===== src/rtl/bis_pkg.sv =====
// Shared types and constants for the bilinear image scaler.
// No dependencies; every other file imports this package.
package bis_pkg;

  // default frame and output size limits
  localparam int DEF_MAX_SRC_WIDTH  = 128;
  localparam int DEF_MAX_SRC_HEIGHT = 128;
  localparam int DEF_MAX_DST_SIZE   = 4096;

  // fixed field widths
  localparam int STEP_W     = 23;
  localparam int FRAC_SHIFT = 16;
  localparam int COORD_W    = 12;
  localparam int PIX_W      = 32;
  localparam int CH_W       = 8;
  localparam int NUM_CH     = 4;
  localparam int CFG_IDX_W  = 3;
  localparam int CFG_DATA_W = 13;

  // configuration register indexes
  localparam logic [CFG_IDX_W-1:0] REG_SRC_WIDTH  = 3'd0;
  localparam logic [CFG_IDX_W-1:0] REG_SRC_HEIGHT = 3'd1;
  localparam logic [CFG_IDX_W-1:0] REG_DST_WIDTH  = 3'd2;
  localparam logic [CFG_IDX_W-1:0] REG_DST_HEIGHT = 3'd3;

  // request tag that travels down the pipeline
  typedef struct packed {
    logic               valid;
    logic               err;
    logic [COORD_W-1:0] col;
    logic [COORD_W-1:0] row;
  } bis_tag_t;

endpackage


===== src/rtl/bis_blend.sv =====
// Two blend stages: horizontal lerp on both rows, then vertical lerp and output word.
// Depends on bis_pkg for the tag type and channel widths.
module bis_blend import bis_pkg::*; (
  input  logic               clk,
  input  logic               rst,
  input  logic               adv,
  input  bis_tag_t           d_tag,
  input  logic [CH_W-1:0]    d_xf,
  input  logic [CH_W-1:0]    d_yf,
  input  logic [PIX_W-1:0]   p00,
  input  logic [PIX_W-1:0]   p10,
  input  logic [PIX_W-1:0]   p01,
  input  logic [PIX_W-1:0]   p11,
  output logic               out_valid,
  output logic [PIX_W-1:0]   out_pixel,
  output logic [COORD_W-1:0] out_col,
  output logic [COORD_W-1:0] out_row,
  output logic               coord_error
);

  // a + floor((b - a) * f / 256), taken mod 256
  function automatic logic [CH_W-1:0] lerp8(input logic [CH_W-1:0] a,
                                            input logic [CH_W-1:0] b,
                                            input logic [CH_W-1:0] f);
    logic signed [9:0]  d;
    logic signed [18:0] p;
    d = $signed({2'b00, b}) - $signed({2'b00, a});
    p = d * $signed({1'b0, f});
    return a + p[15:8];
  endfunction

  bis_tag_t                    e_tag;
  logic [CH_W-1:0]             e_yf;
  logic [NUM_CH-1:0][CH_W-1:0] top;
  logic [NUM_CH-1:0][CH_W-1:0] bot;
  logic [NUM_CH-1:0][CH_W-1:0] top_next;
  logic [NUM_CH-1:0][CH_W-1:0] bot_next;
  logic [NUM_CH-1:0][CH_W-1:0] pix_next;

  // per-channel horizontal blend
  always_comb begin
    for (int c = 0; c < NUM_CH; c++) begin
      top_next[c] = lerp8(p00[c*CH_W +: CH_W], p10[c*CH_W +: CH_W], d_xf);
      bot_next[c] = lerp8(p01[c*CH_W +: CH_W], p11[c*CH_W +: CH_W], d_xf);
    end
  end

  // stage e
  always_ff @(posedge clk) begin
    if (rst) begin
      e_tag.valid <= 1'b0;
    end else if (adv) begin
      e_tag.valid <= d_tag.valid;
    end
  end

  always_ff @(posedge clk) begin
    if (adv) begin
      e_tag.err <= d_tag.err;
      e_tag.col <= d_tag.col;
      e_tag.row <= d_tag.row;
      e_yf      <= d_yf;
      top       <= top_next;
      bot       <= bot_next;
    end
  end

  // per-channel vertical blend
  always_comb begin
    for (int c = 0; c < NUM_CH; c++) begin
      pix_next[c] = lerp8(top[c], bot[c], e_yf);
    end
  end

  // output register
  always_ff @(posedge clk) begin
    if (rst) begin
      out_valid <= 1'b0;
    end else if (adv) begin
      out_valid <= e_tag.valid;
    end
  end

  always_ff @(posedge clk) begin
    if (adv) begin
      out_pixel   <= e_tag.err ? '0 : pix_next;
      out_col     <= e_tag.col;
      out_row     <= e_tag.row;
      coord_error <= e_tag.err;
    end
  end

endmodule


===== config.mk =====
export PLATFORM = sky130hd
export DESIGN_NAME = bis_blend
export DESIGN_NICKNAME = d
export VERILOG_FILES = /design/src/rtl/bis_pkg.sv /design/src/rtl/bis_blend.sv
export SDC_FILE = /design/constraint.sdc
export NUM_CORES = 2
export LEC_CHECK = 0
export BUFFER_PORTS_ARGS = -buffer_cell sky130_fd_sc_hd__buf_2
export CAP_MARGIN = 20
export CORE_MARGIN = 2
export CORE_UTILIZATION = 60
export DETAILED_ROUTE_END_ITERATION = 12
export PLACE_DENSITY = 0.79
export SLEW_MARGIN = 40
export SYNTH_ARGS = -nofsm -noshare
export SYNTH_HDL_FRONTEND = slang
export SYNTH_SLANG_ARGS = --single-unit

===== constraint.sdc =====
create_clock -name clk -period 8.27 [get_ports clk]
set_input_delay 0.4135 -clock clk [delete_from_list [all_inputs] [get_ports clk]]
set_output_delay 0.4135 -clock clk [all_outputs]
set_load 0.02 [all_outputs]

## After elaboration in Yosys (flattened, before gate mapping)

Index checks and enable logic that the tools add are counted.

| word-level totals | value |
|---|---|
| word-level logic and storage cells | 54 |
| output and inout bits | 58 |
| input port bits | 173 |
| bits in registers | 156 |

| operators by class | value |
|---|---|
| multiply operators | 12 |
| $add $sub $neg | 24 |

Operator list:

| operator | count |
|---|---|
| multiplier 9 x 9 -> 16 bit | 12 |
| subtractor 8 x 8 -> 9 bit | 12 |
| adder 8 bit | 12 |

## Depth between registers and ports, before layout

| depth | value |
|---|---|
| depth in word-level cells | 3 |
| mapped depth | 33 |
| depth with buffers taken out | 32 |

## Least setup slack after synthesis

Ideal clock, no wire load.

| timing | value |
|---|---|
| path kind | input port to flip-flop |
| start point | in p10[0] |
| end point | reg top[7] (netlist bit) (data pin) |
| arrival time | 7.097 ns |
| data required time | 8.002 ns |
| stages | 28 |
| path buffers | 0 |
| slack | 0.905 ns |
| cell sequence | inv_1 ha_1 fa_1 o21ai_0 a21oi_1 o21ai_0 o41ai_1 nand2_1 fa_1 inv_1 fa_1 fa_1 inv_1 fa_1 inv_1 ha_1 or4_1 a41o_1 and3_2 o21a_1 nor2_1 xnor2_1 ha_1 o21ai_0 nor2_1 o41a_1 xnor2_1 xnor3_1 |

RTL lines:

| element | line | source |
|---|---|---|
| start: declaration | bis_blend.sv:11 | `input logic [PIX_W-1:0] p10,` |
| end signal: assignment | bis_blend.sv:63 | `top <= top_next;` |
| end: declaration | bis_blend.sv:34 | `logic [NUM_CH-1:0][CH_W-1:0] top;` |

## Final worst setup path

| timing | value |
|---|---|
| start point | reg top[24] (netlist bit) |
| end point | reg out_pixel[31] (data pin) |

| on the way | value |
|---|---|
| word-level cells in the longest chain between the ends | 3 |

RTL lines:

| element | line | source |
|---|---|---|
| subtractor 8 x 8 -> 9 bit | bis_blend.sv:27 | `d = $signed({2'b00, b}) - $signed({2'b00, a});` |
| multiplier 9 x 9 -> 16 bit | bis_blend.sv:28 | `p = d * $signed({1'b0, f});` |
| adder 8 bit * | bis_blend.sv:29 | `return a + p[15:8];` |
| end signal: assignment | bis_blend.sv:86 | `out_pixel <= e_tag.err ? '0 : pix_next;` |
| end: declaration | bis_blend.sv:15 | `output logic [PIX_W-1:0] out_pixel,` |

Mark *: on every way between the ends. The rest lies on a longest branch, timed or not.
A chain may end at the register's enable or synchronous reset.

==> results.toml <==
[grt]
grt_max_degree = 101
busiest_layer = "met2"
antenna_found_initial = 3
grt_pass1_wl_um = 156600
grtUsageMet1 = 0.3686
grt_use_total = 0.2814
overflow = 0
grtUsageMet2 = 0.4893
grt_pass1_vias = 31350
met3_usage = 0.03008

[layout]
fin_cells = 5549
final_common_cell = "inv_1"
stdcell_area_um2 = 43600
final_cell_mix = "1023 x inv_1, 672 x fa_1, 516 x ha_1"
synthToLayoutAreaGrowth_pct = 8.358
fin_nets = 6031
drive_above_1_share = 0.08371

[sta]
rsz0062_at_grt = "yes"
hold_viol = 0
final-max-slew-violation-count = 0
tightest_slew_ns = 0.9042
min_period_ns = 8.023
maxSlewHeadroom = 0.3972
fmax_mhz = 124.6
finalClockSkew_ns = 0.01685
period_share = 0.9702
setup_viol = 0

[synth]
ys_warn_count = 0
yosys_most_used_dff = "edfxtp_1"
syn-cell-area_um2 = 40240
synth_edf_count = 154
synthDistinctLibCells = 67
async_reset_ff_frac = 0
avgSynthCellArea_um2 = 9.085
synth_fp_nets = 5790
synth_seq_area_share = 0.1159
synth-seq-cells = 156
syn-instance-count = 4429

[drt]
vias = 30020
drtIter0Drc = 1654
wl_per_cell_um = 17.09
detail-route-antenna-nets = 0
drc = 0
drt_first_pass_iters = 7
finalWirelength_um = 94840
routed_via_density = 5.411

[placed_design]
placedCellCount = 5514
dp.final_hpwl_um = 78140
port_buffers = 230
gp_congestion = 0.8945
detailed_place.area_um2 = 42840

[critical_path]
crit_family = "adder cells"
critPathLaunchType = "flop"
critPathBufInv = 2
worst_setup_path_end_kind = "flop"
arrival_ns = 8.23
critPathMaxStageDelay_ns = 0.60
crit_type = "reg2reg"
cp_data_required_time_ns = 8.48
crit_slowest_cell = "xnor2_1"
crit_fanout = 8

[outcome]
outcome = "finished clean"

[floorplanning]
die_h_um = 263.0
core_um2 = 66100
ios = 231
initial_utilization = 0.6088
rows = 94
dieArea_um2 = 69150
die_width_um = 263.0

[clock_tree]
cts_setup_buffers = 0
clk_latency_ns = 0.48
tritoncts = "done"
cts_root_buf = "clkbuf_16"
cts.sinks = 156
path_clk_slew_ns = 0.08
cts_buffer_depth = 2
cts.htree.levels = 4
cts-buffers-inserted = 17

[min_path]
hp-class = "in2reg"

[job]
maxCapViolations = 0
[sequential cells by signal, summed over array words and instances, names as in the netlist]
| name | flops |
|---|---|
| bot | 32 |
| out_pixel | 32 |
| top | 32 |
| e_tag | 26 |
| out_col | 12 |
| out_row | 12 |
| e_yf | 8 |
| coord_error | 1 |
| out_valid | 1 |
[repair_timing]
item	4_1_cts	5_1_grt
resized for setup	0	15
endpoints found under the hold margin	0	0
hold buffers	0	0
endpoints found under the setup margin	0	4
[kinds of logic after synthesis]
| family | count (synthesis) | share of synthesized area |
|---|---|---|
| compound gates | 370 | 0.05743 |
| simple gates | 1312 | 0.1644 |
| mux | 2 | 0.0004975 |
| xor+xnor | 275 | 0.06191 |
| buf+inv | 1126 | 0.1051 |
| fa+ha+maj | 1188 | 0.4948 |
| flops | 156 | 0.1159 |
[through the flow]
stage / setup slack [ns] / setup TNS, ns / hold WS (ns) / util
after floorplan: 0.9052 / 0 / 0.4003 / -
after global placement: 0.3345 / 0 / 0.4002 / 0.6470
after detailed placement: 0.1505 / 0 / 0.4045 / 0.6482
after CTS: 0.04619 / 0 / 0.09423 / 0.6572
after global routing: -0.09632 / -0.1384 / 0.1002 / 0.6597
final: 0.2468 / 0 / 0.1064 / 0.6597
[metal layers]
layer | wire (um) | up-vias
met5 | 13 | -
met1 | 39280 | 14920
li1 | - | 14090
met2 | 47180 | 850
met3 | 5384 | 162
met4 | 2979 | 2
[cell usage after synthesis (4+ instances only)]
library cell	instances	area (um^2)
xnor2_1	213	1866
o21ai_0	102	510.5
o21a_1	30	225.2
a21o_1	39	292.8
and2_1	247	1545
ha_1	516	6456
nor4_1	4	25.02
o21bai_1	4	30.03
or3_1	21	131.4
and3_1	52	325.3
o41a_1	6	67.56
clkbuf_1	96	360.4
o21ai_1	17	85.08
o22ai_1	4	25.02
a31oi_1	5	31.28
o41ai_1	10	87.58
o31ai_1	7	52.55
nor3_1	48	240.2
nor2_1	184	690.7
nand4b_1	7	61.31
nor2b_1	146	913.4
or2_2	7	43.79
xnor3_1	6	135.1
a21oi_1	104	520.5
buf_1	6	22.52
edfxtp_1	154	4624
fa_1	672	13450
xor2_1	56	490.5
nand2_1	415	1558
a21boi_0	15	112.6
nand3_1	70	350.3
inv_1	1023	3840
nand2b_1	96	600.6
[final timing paths]
kind | startpoint | to | slack [ns] | depth (start not counted)
max | top[24]$_DFFE_PP_ | out_pixel[31]$_SDFFCE_PP0P_ | 0.25 | 27
min | d_tag[21] | e_tag[21]$_DFFE_PP_ | 0.11 | 1
max reg2reg | top[24]$_DFFE_PP_ | out_pixel[31]$_SDFFCE_PP0P_ | 0.25 | 27
min reg2reg | e_tag[4]$_DFFE_PP_ | out_row[4]$_DFFE_PP_ | 0.42 | 0
[cell type report]
class                      instances  area [um^2]
multi-input combinational       3147        31490
fill                            5348        22500
sequential                       156         4664
inverter                        1023         3840
timing repair buffer             325         1923
tap                              864         1081
clock buffer                      18        429.2
clock inverter                    14        167.7
antenna                            2        5.005
Power is not shown: default switching activity piles up to over one toggle a cycle in this logic, so the estimate is an artifact.
