File: config.mk
export PLATFORM = sky130hd
export DESIGN_NAME = bis_div
export DESIGN_NICKNAME = d
export VERILOG_FILES = /design/src/rtl/bis_pkg.sv /design/src/rtl/bis_div.sv
export SDC_FILE = /design/constraint.sdc
export NUM_CORES = 1
export LEC_CHECK = 0
export BUFFER_PORTS_ARGS = -buffer_cell sky130_fd_sc_hd__buf_2
export CAP_MARGIN = 15
export CORE_UTILIZATION = 43
export DETAILED_ROUTE_END_ITERATION = 16
export GPL_TIMING_DRIVEN = 0
export PLACE_DENSITY = 0.69
export SETUP_SLACK_MARGIN = 0.5
export SLEW_MARGIN = 40
export SYNTH_ARGS = -nofsm -noshare
export SYNTH_HDL_FRONTEND = slang
export SYNTH_SLANG_ARGS = --single-unit
File: constraint.sdc
create_clock -name clk -period 3.72 [get_ports clk]
set_input_delay 0.372 -clock clk [delete_from_list [all_inputs] [get_ports clk]]
set_output_delay 0.372 -clock clk [all_outputs]
set_load 0.01 [all_outputs]
File: src/rtl/bis_pkg.sv
// Shared types and constants for the bilinear image scaler.
// No dependencies; every other file imports this package.
package bis_pkg;

  // default frame and output size limits
  localparam int DEF_MAX_SRC_WIDTH  = 128;
  localparam int DEF_MAX_SRC_HEIGHT = 128;
  localparam int DEF_MAX_DST_SIZE   = 4096;

  // fixed field widths
  localparam int STEP_W     = 23;
  localparam int FRAC_SHIFT = 16;
  localparam int COORD_W    = 12;
  localparam int PIX_W      = 32;
  localparam int CH_W       = 8;
  localparam int NUM_CH     = 4;
  localparam int CFG_IDX_W  = 3;
  localparam int CFG_DATA_W = 13;

  // configuration register indexes
  localparam logic [CFG_IDX_W-1:0] REG_SRC_WIDTH  = 3'd0;
  localparam logic [CFG_IDX_W-1:0] REG_SRC_HEIGHT = 3'd1;
  localparam logic [CFG_IDX_W-1:0] REG_DST_WIDTH  = 3'd2;
  localparam logic [CFG_IDX_W-1:0] REG_DST_HEIGHT = 3'd3;

  // request tag that travels down the pipeline
  typedef struct packed {
    logic               valid;
    logic               err;
    logic [COORD_W-1:0] col;
    logic [COORD_W-1:0] row;
  } bis_tag_t;

endpackage

File: src/rtl/bis_div.sv
// Iterative restoring divider, one quotient bit per cycle, for the step ratios.
// Depends on bis_pkg for the step width.
module bis_div import bis_pkg::*; #(
  parameter int NUM_W = 23,
  parameter int DEN_W = 13
) (
  input  logic              clk,
  input  logic              rst,
  input  logic              start,
  input  logic [NUM_W-1:0]  num,
  input  logic [DEN_W-1:0]  den,
  output logic              busy,
  output logic [STEP_W-1:0] quo
);

  localparam int CNT_W = $clog2(NUM_W + 1);

  logic [DEN_W-1:0] rem;
  logic [DEN_W-1:0] rem_next;
  logic [DEN_W-1:0] den_q;
  logic [NUM_W-1:0] nq;
  logic [CNT_W-1:0] cnt;
  logic [DEN_W:0]   trial;
  logic             ge;

  // shift in the next numerator bit and try the subtraction
  always_comb begin
    trial    = {rem, nq[NUM_W-1]};
    ge       = trial >= {1'b0, den_q};
    rem_next = ge ? DEN_W'(trial - {1'b0, den_q}) : DEN_W'(trial);
  end

  // control
  always_ff @(posedge clk) begin
    if (rst) begin
      busy <= 1'b0;
      cnt  <= '0;
    end else if (start) begin
      busy <= 1'b1;
      cnt  <= '0;
    end else if (busy) begin
      cnt <= cnt + CNT_W'(1);
      if (cnt == CNT_W'(NUM_W - 1)) begin
        busy <= 1'b0;
      end
    end
  end

  // numerator shifts out as quotient bits shift in
  always_ff @(posedge clk) begin
    if (start) begin
      rem   <= '0;
      nq    <= num;
      den_q <= den;
    end else if (busy) begin
      rem <= rem_next;
      nq  <= {nq[NUM_W-2:0], ge};
    end
  end

  assign quo = STEP_W'(nq);

endmodule

### After elaboration in Yosys (flattened, before gate mapping)

Index checks and enable logic that the tools add are counted.

* input bits: 39
* logic and storage cells: 17
* register bits: 55
* output and inout bits: 24

* magnitude comparators: 1
* muxes and demuxes: 6
* reductions and logical operators: 2
* equality and inequality tests: 1
* add/subtract/negate cells: 2

Operator list (count)
* 23-bit two-way mux: 2
* 14-bit by 13-bit greater-or-equal comparator with 1-bit output: 1
* 13-bit two-way mux: 1
* 13-bit subtractor: 1
* 5-bit by 1-bit adder with 5-bit output (second input constant): 1
* 5-bit == test (second input constant): 1
* 1-bit two-way mux: 3
* 2-bit nonzero test: 1
* 2-bit OR reduction: 1

### Depth between registers and ports, before layout

* word-level depth: 4
* depth in mapped cells: 11

### Worst setup path after synthesis

OpenSTA, ideal clock, no wires.

* path type: reg2reg
* start point: register nq[22] (netlist: quo[22])
* end point: register rem[3]
* required time: 3.632 ns
* clock period less this slack: 2.411 ns
* path slack: 1.309 ns
* library setup time: 0.088 ns
* arrival: 2.323 ns
* stages on the path, launching flop included: 12
* buffers on the path: 1
* path through: edfxtp_1 -> inv_1 -> ha_1 -> inv_1 -> fa_1 -> a21o_1 -> a21oi_1 -> and3_1 -> o21a_1 -> buf_2 -> nand2_2 -> a311oi_2

* longest elaborated chain between the ends: 2
* elaborated cells on any way between the ends: 3

Ends and longest elaborated chain
* start, declared: line bis_div.sv:21 `logic [NUM_W-1:0] nq;`
* start signal, assigned: line bis_div.sv:53 `nq <= num;`
* start signal, assigned: line bis_div.sv:57 `nq <= {nq[NUM_W-2:0], ge};`
* 13-bit subtractor / 14-bit by 13-bit greater-or-equal comparator with 1-bit output (equally long branches): line bis_div.sv:30, bis_div.sv:29
* 13-bit two-way mux (*): line bis_div.sv:30 `rem_next = ge ? DEN_W'(trial - {1'b0, den_q}) : DEN_W'(trial);`
* end signal, assigned: line bis_div.sv:56 `rem <= rem_next;`
* end, declared: line bis_div.sv:18 `logic [DEN_W-1:0] rem;`

Every way passes the cells marked *; elsewhere a longest branch is shown, timed or not.
A chain may end at the register's enable or synchronous reset.

### Final worst setup path

Ends and elaborated chain as after synthesis.

==> impl_metrics.toml <==
[cells_and_area]
layout_common_cells = "buf_2, edfxtp_1, mux2_2"
finalCoreUtilization_pct = 53.22
syn_to_final_growth_pct = 17.86
fillers = 561
drive_gt1_share_pct = 32.93
final_common_cell = "buf_2"
final_nets = 382
ff_latch_area_sq_um = 1461
antennaDiodeCount = 0
multi_input_area_sq_um = 1335

[floorplan]
std_cell_rows = 29
dieHeight_microns = 84.13
die_area_sq_um = 7077
core_sq_um = 6422
start_util_pct = 45.16
die_w_microns = 84.13
io_pins = 63

[global_routing]
grt_pass1_wl_mm = 9.453
grt_util_all_layers_pct = 16.95
antenna_found_initial = 0
grt_pass1_vias = 2040
overflow = 0
grt_max_degree = 25

[clock_tree]
root_buffer = "clkbuf_8"
cts_tree = "built"
htreeDepth = 2
cts_resized = 0
clk_latency_ps = 310
postCtsSetupRepairBufs = 0
clk_pin_slew_ps = 100
cts.sinks = 55
clockBufferDepth = 2
cts-hold-fix-buffers = 0
cts_buffers = 5

[sta]
timing_hold_violations_final = 0
setup_viol = 0
fmax_mhz = 375.0
slew_headroom_pct = 56.47
max_slew.worst_pin.slew_ps = 652.9
fin_crit_sh_pct = 71.69
min_period_ps = 2667
rsz0062_at_grt = "false"
timing.hold.ws_ps = 229.1
slew_violations = 0
fin_setup_tns_ps = 0
finClkSkew_ps = 7.260

[pwr]
seqPwrFrac_pct = 52.1
power_switching_uw = 372.9
clockPowerShare_pct = 28.9
p_comb_share_pct = 19.0
p_sw_share_pct = 26.59
p_total_mw = 1.402
p_per_area_nw_per_um2 = 410.2
irDropWorstVdd_mv = 0.2172
p_leak_nw = 1.383
intPower_mw = 1.029

[synth]
synthCells = 258
synth_edf_count = 36
ys_ff_latch = 55
async_reset_ff_share_pct = 0
ys_types = 48
synth_area_sq_um = 2900
ys_warn_count = 0
synth_flop_cell = "edfxtp_1"
syn_nets = 313
syn_avg_cell_area_sq_um = 11.24
synth-seq-area-share_pct = 50.39

[critical_path]
path_class = "reg2reg"
reg2reg_depth = 11
cpMaxStageDelayCell = "edfxtp_1"
start_kind = "register"
crit_family = "compound AO/OA/AOI/OAI gates"
slowest_delay_ps = 420
path_cells = "inv_1, ha_1, inv_1, fa_1, a21o_1, a21oi_1, and3_1, o21a_1, buf_2, nand2_2, a311oi_2"
critical_path.endpoint_type = "register"
required_ps = 3950
crit_arrival_ps = 2890
path_buf_inv = 3
r2r-end = "rem[3]$_SDFFE_PP0P_"
path_max_fanout = 10
path_common_cell = "inv_1"
r2r_slack_ps = 1050
worstReg2RegStart = "quo[22]$_DFFE_PP_"

[routing]
drtIter0Drc = 101
dr_total_vias = 2155
vias_per_cell = 5.321
wire_per_inst_microns = 14.22
antenna_left = 0
firstDrtPassIters = 4
route.detailed.drc = 0
drt_wl_total_mm = 5.759

[min_path]
hold_end = "den_q[11]$_DFFE_PP_"
min_path_cells = 1
min_from = "den[11]"
hold_path_class = "in2reg"

[run_status]
status = "complete, no violations"

[placement]
dp_hpwl_mm = 4.234
gp_congestion = 0.8047
io_buffer_count = 62

[flow_run]
max_cap_violations = 0
-- Yosys cell counts, types with 2 or more instances --
| cell type | n | area share, % |
|---|---|---|
| mux2_2 | 23 | 8.9 |
| o21ai_0 | 7 | 1.2 |
| nor3_1 | 4 | 0.69 |
| a311oi_1 | 2 | 0.60 |
| ha_1 | 15 | 6.5 |
| o21a_1 | 2 | 0.52 |
| and3_1 | 3 | 0.65 |
| nor2b_1 | 5 | 1.1 |
| buf_2 | 2 | 0.35 |
| a32oi_1 | 4 | 1.2 |
| buf_1 | 4 | 0.52 |
| a211oi_1 | 3 | 0.78 |
| nand3_1 | 8 | 1.4 |
| inv_1 | 18 | 2.3 |
| nor2_1 | 21 | 2.7 |
| or3_1 | 2 | 0.43 |
| nand4_1 | 4 | 0.86 |
| clkbuf_1 | 3 | 0.39 |
| nand2_1 | 11 | 1.4 |
| xor2_1 | 6 | 1.8 |
| mux2i_1 | 2 | 0.69 |
| a311oi_2 | 3 | 1.6 |
| a31oi_1 | 3 | 0.65 |
| dfxtp_1 | 19 | 13 |
| o21ai_1 | 4 | 0.69 |
| edfxtp_1 | 36 | 37 |
| xnor2_1 | 6 | 1.8 |
| a21oi_1 | 14 | 2.4 |
| nand2_2 | 4 | 0.86 |
| o211ai_1 | 2 | 0.52 |
-- logic make-up (layout without fill, tap and decap cells) --
family | after synthesis | count (layout) | synth area share [%]
simple gates | 67 | 67 | 11.48
compound gates | 56 | 56 | 14.15
flops | 55 | 55 | 50.39
buf+inv | 27 | 97 | 3.580
mux | 25 | 25 | 9.620
fa+ha+maj | 16 | 16 | 7.161
xor+xnor | 12 | 12 | 3.624
-- per-stage QoR --
step	instances	setup slack (ps)	cell area [sq um]
2_1_floorplan	258	1309	2900
3_3_place_gp	397	1121	3307
3_5_place_dp	397	1068	3307
4_1_cts	405	1026	3418
5_1_grt	405	847.3	3418
6_report	405	1053	3418
-- worst max path at each step --
stage                       from                   to  slack, ps  cells past startpoint
6_report       quo[22]$_DFFE_PP_  rem[3]$_SDFFE_PP0P_       1050                     11
5_1_grt        quo[22]$_DFFE_PP_  rem[4]$_SDFFE_PP0P_        850                     11
4_1_cts        quo[22]$_DFFE_PP_  rem[3]$_SDFFE_PP0P_       1030                     11
3_5_place_dp   quo[22]$_DFFE_PP_  rem[3]$_SDFFE_PP0P_       1070                     11
3_3_place_gp   quo[22]$_DFFE_PP_  rem[5]$_SDFFE_PP0P_       1120                     11
2_1_floorplan  quo[22]$_DFFE_PP_  rem[3]$_SDFFE_PP0P_       1310                     11
-- area by class of cell --
class / count / share of cell area [%]
clock buffer: 6 / 2.123
sequential: 55 / 42.75
inverter: 18 / 1.977
clock inverter: 2 / 1.135
tap: 77 / 2.818
timing repair buffer: 62 / 9.078
buffer: 9 / 1.061
multi-input combinational: 176 / 39.06
-- power by group through the flow --
stage | registers, mW | logic (mW) | clock network (mW)
global route | 0.738 | 0.294 | 0.434
floorplan | 0.754 | 0.167 | 0
detailed placement | 0.744 | 0.265 | 0
global placement | 0.743 | 0.260 | 0
CTS | 0.731 | 0.267 | 0.412
finish | 0.730 | 0.266 | 0.406
-- registers in the layout, summed over array words and instances, names as in the netlist --
register,count
den_q,13
rem,13
cnt,5
busy,1
quo,23
-- per-layer routing --
layer | routed length (microns) | part of all wire [%] | vias to the layer above | global-route usage (%)
met2 | 2741 | 48 | 33 | 28.02
met4 | 72 | 1.3 | 0 | 5.643
li1 | - | - | 1101 | -
met5 | 0 | 0 | - | 0
met1 | 2764 | 48 | 1014 | 22.19
met3 | 180 | 3.1 | 7 | 3.660
Note: power is estimated with default switching activity, not from simulation.
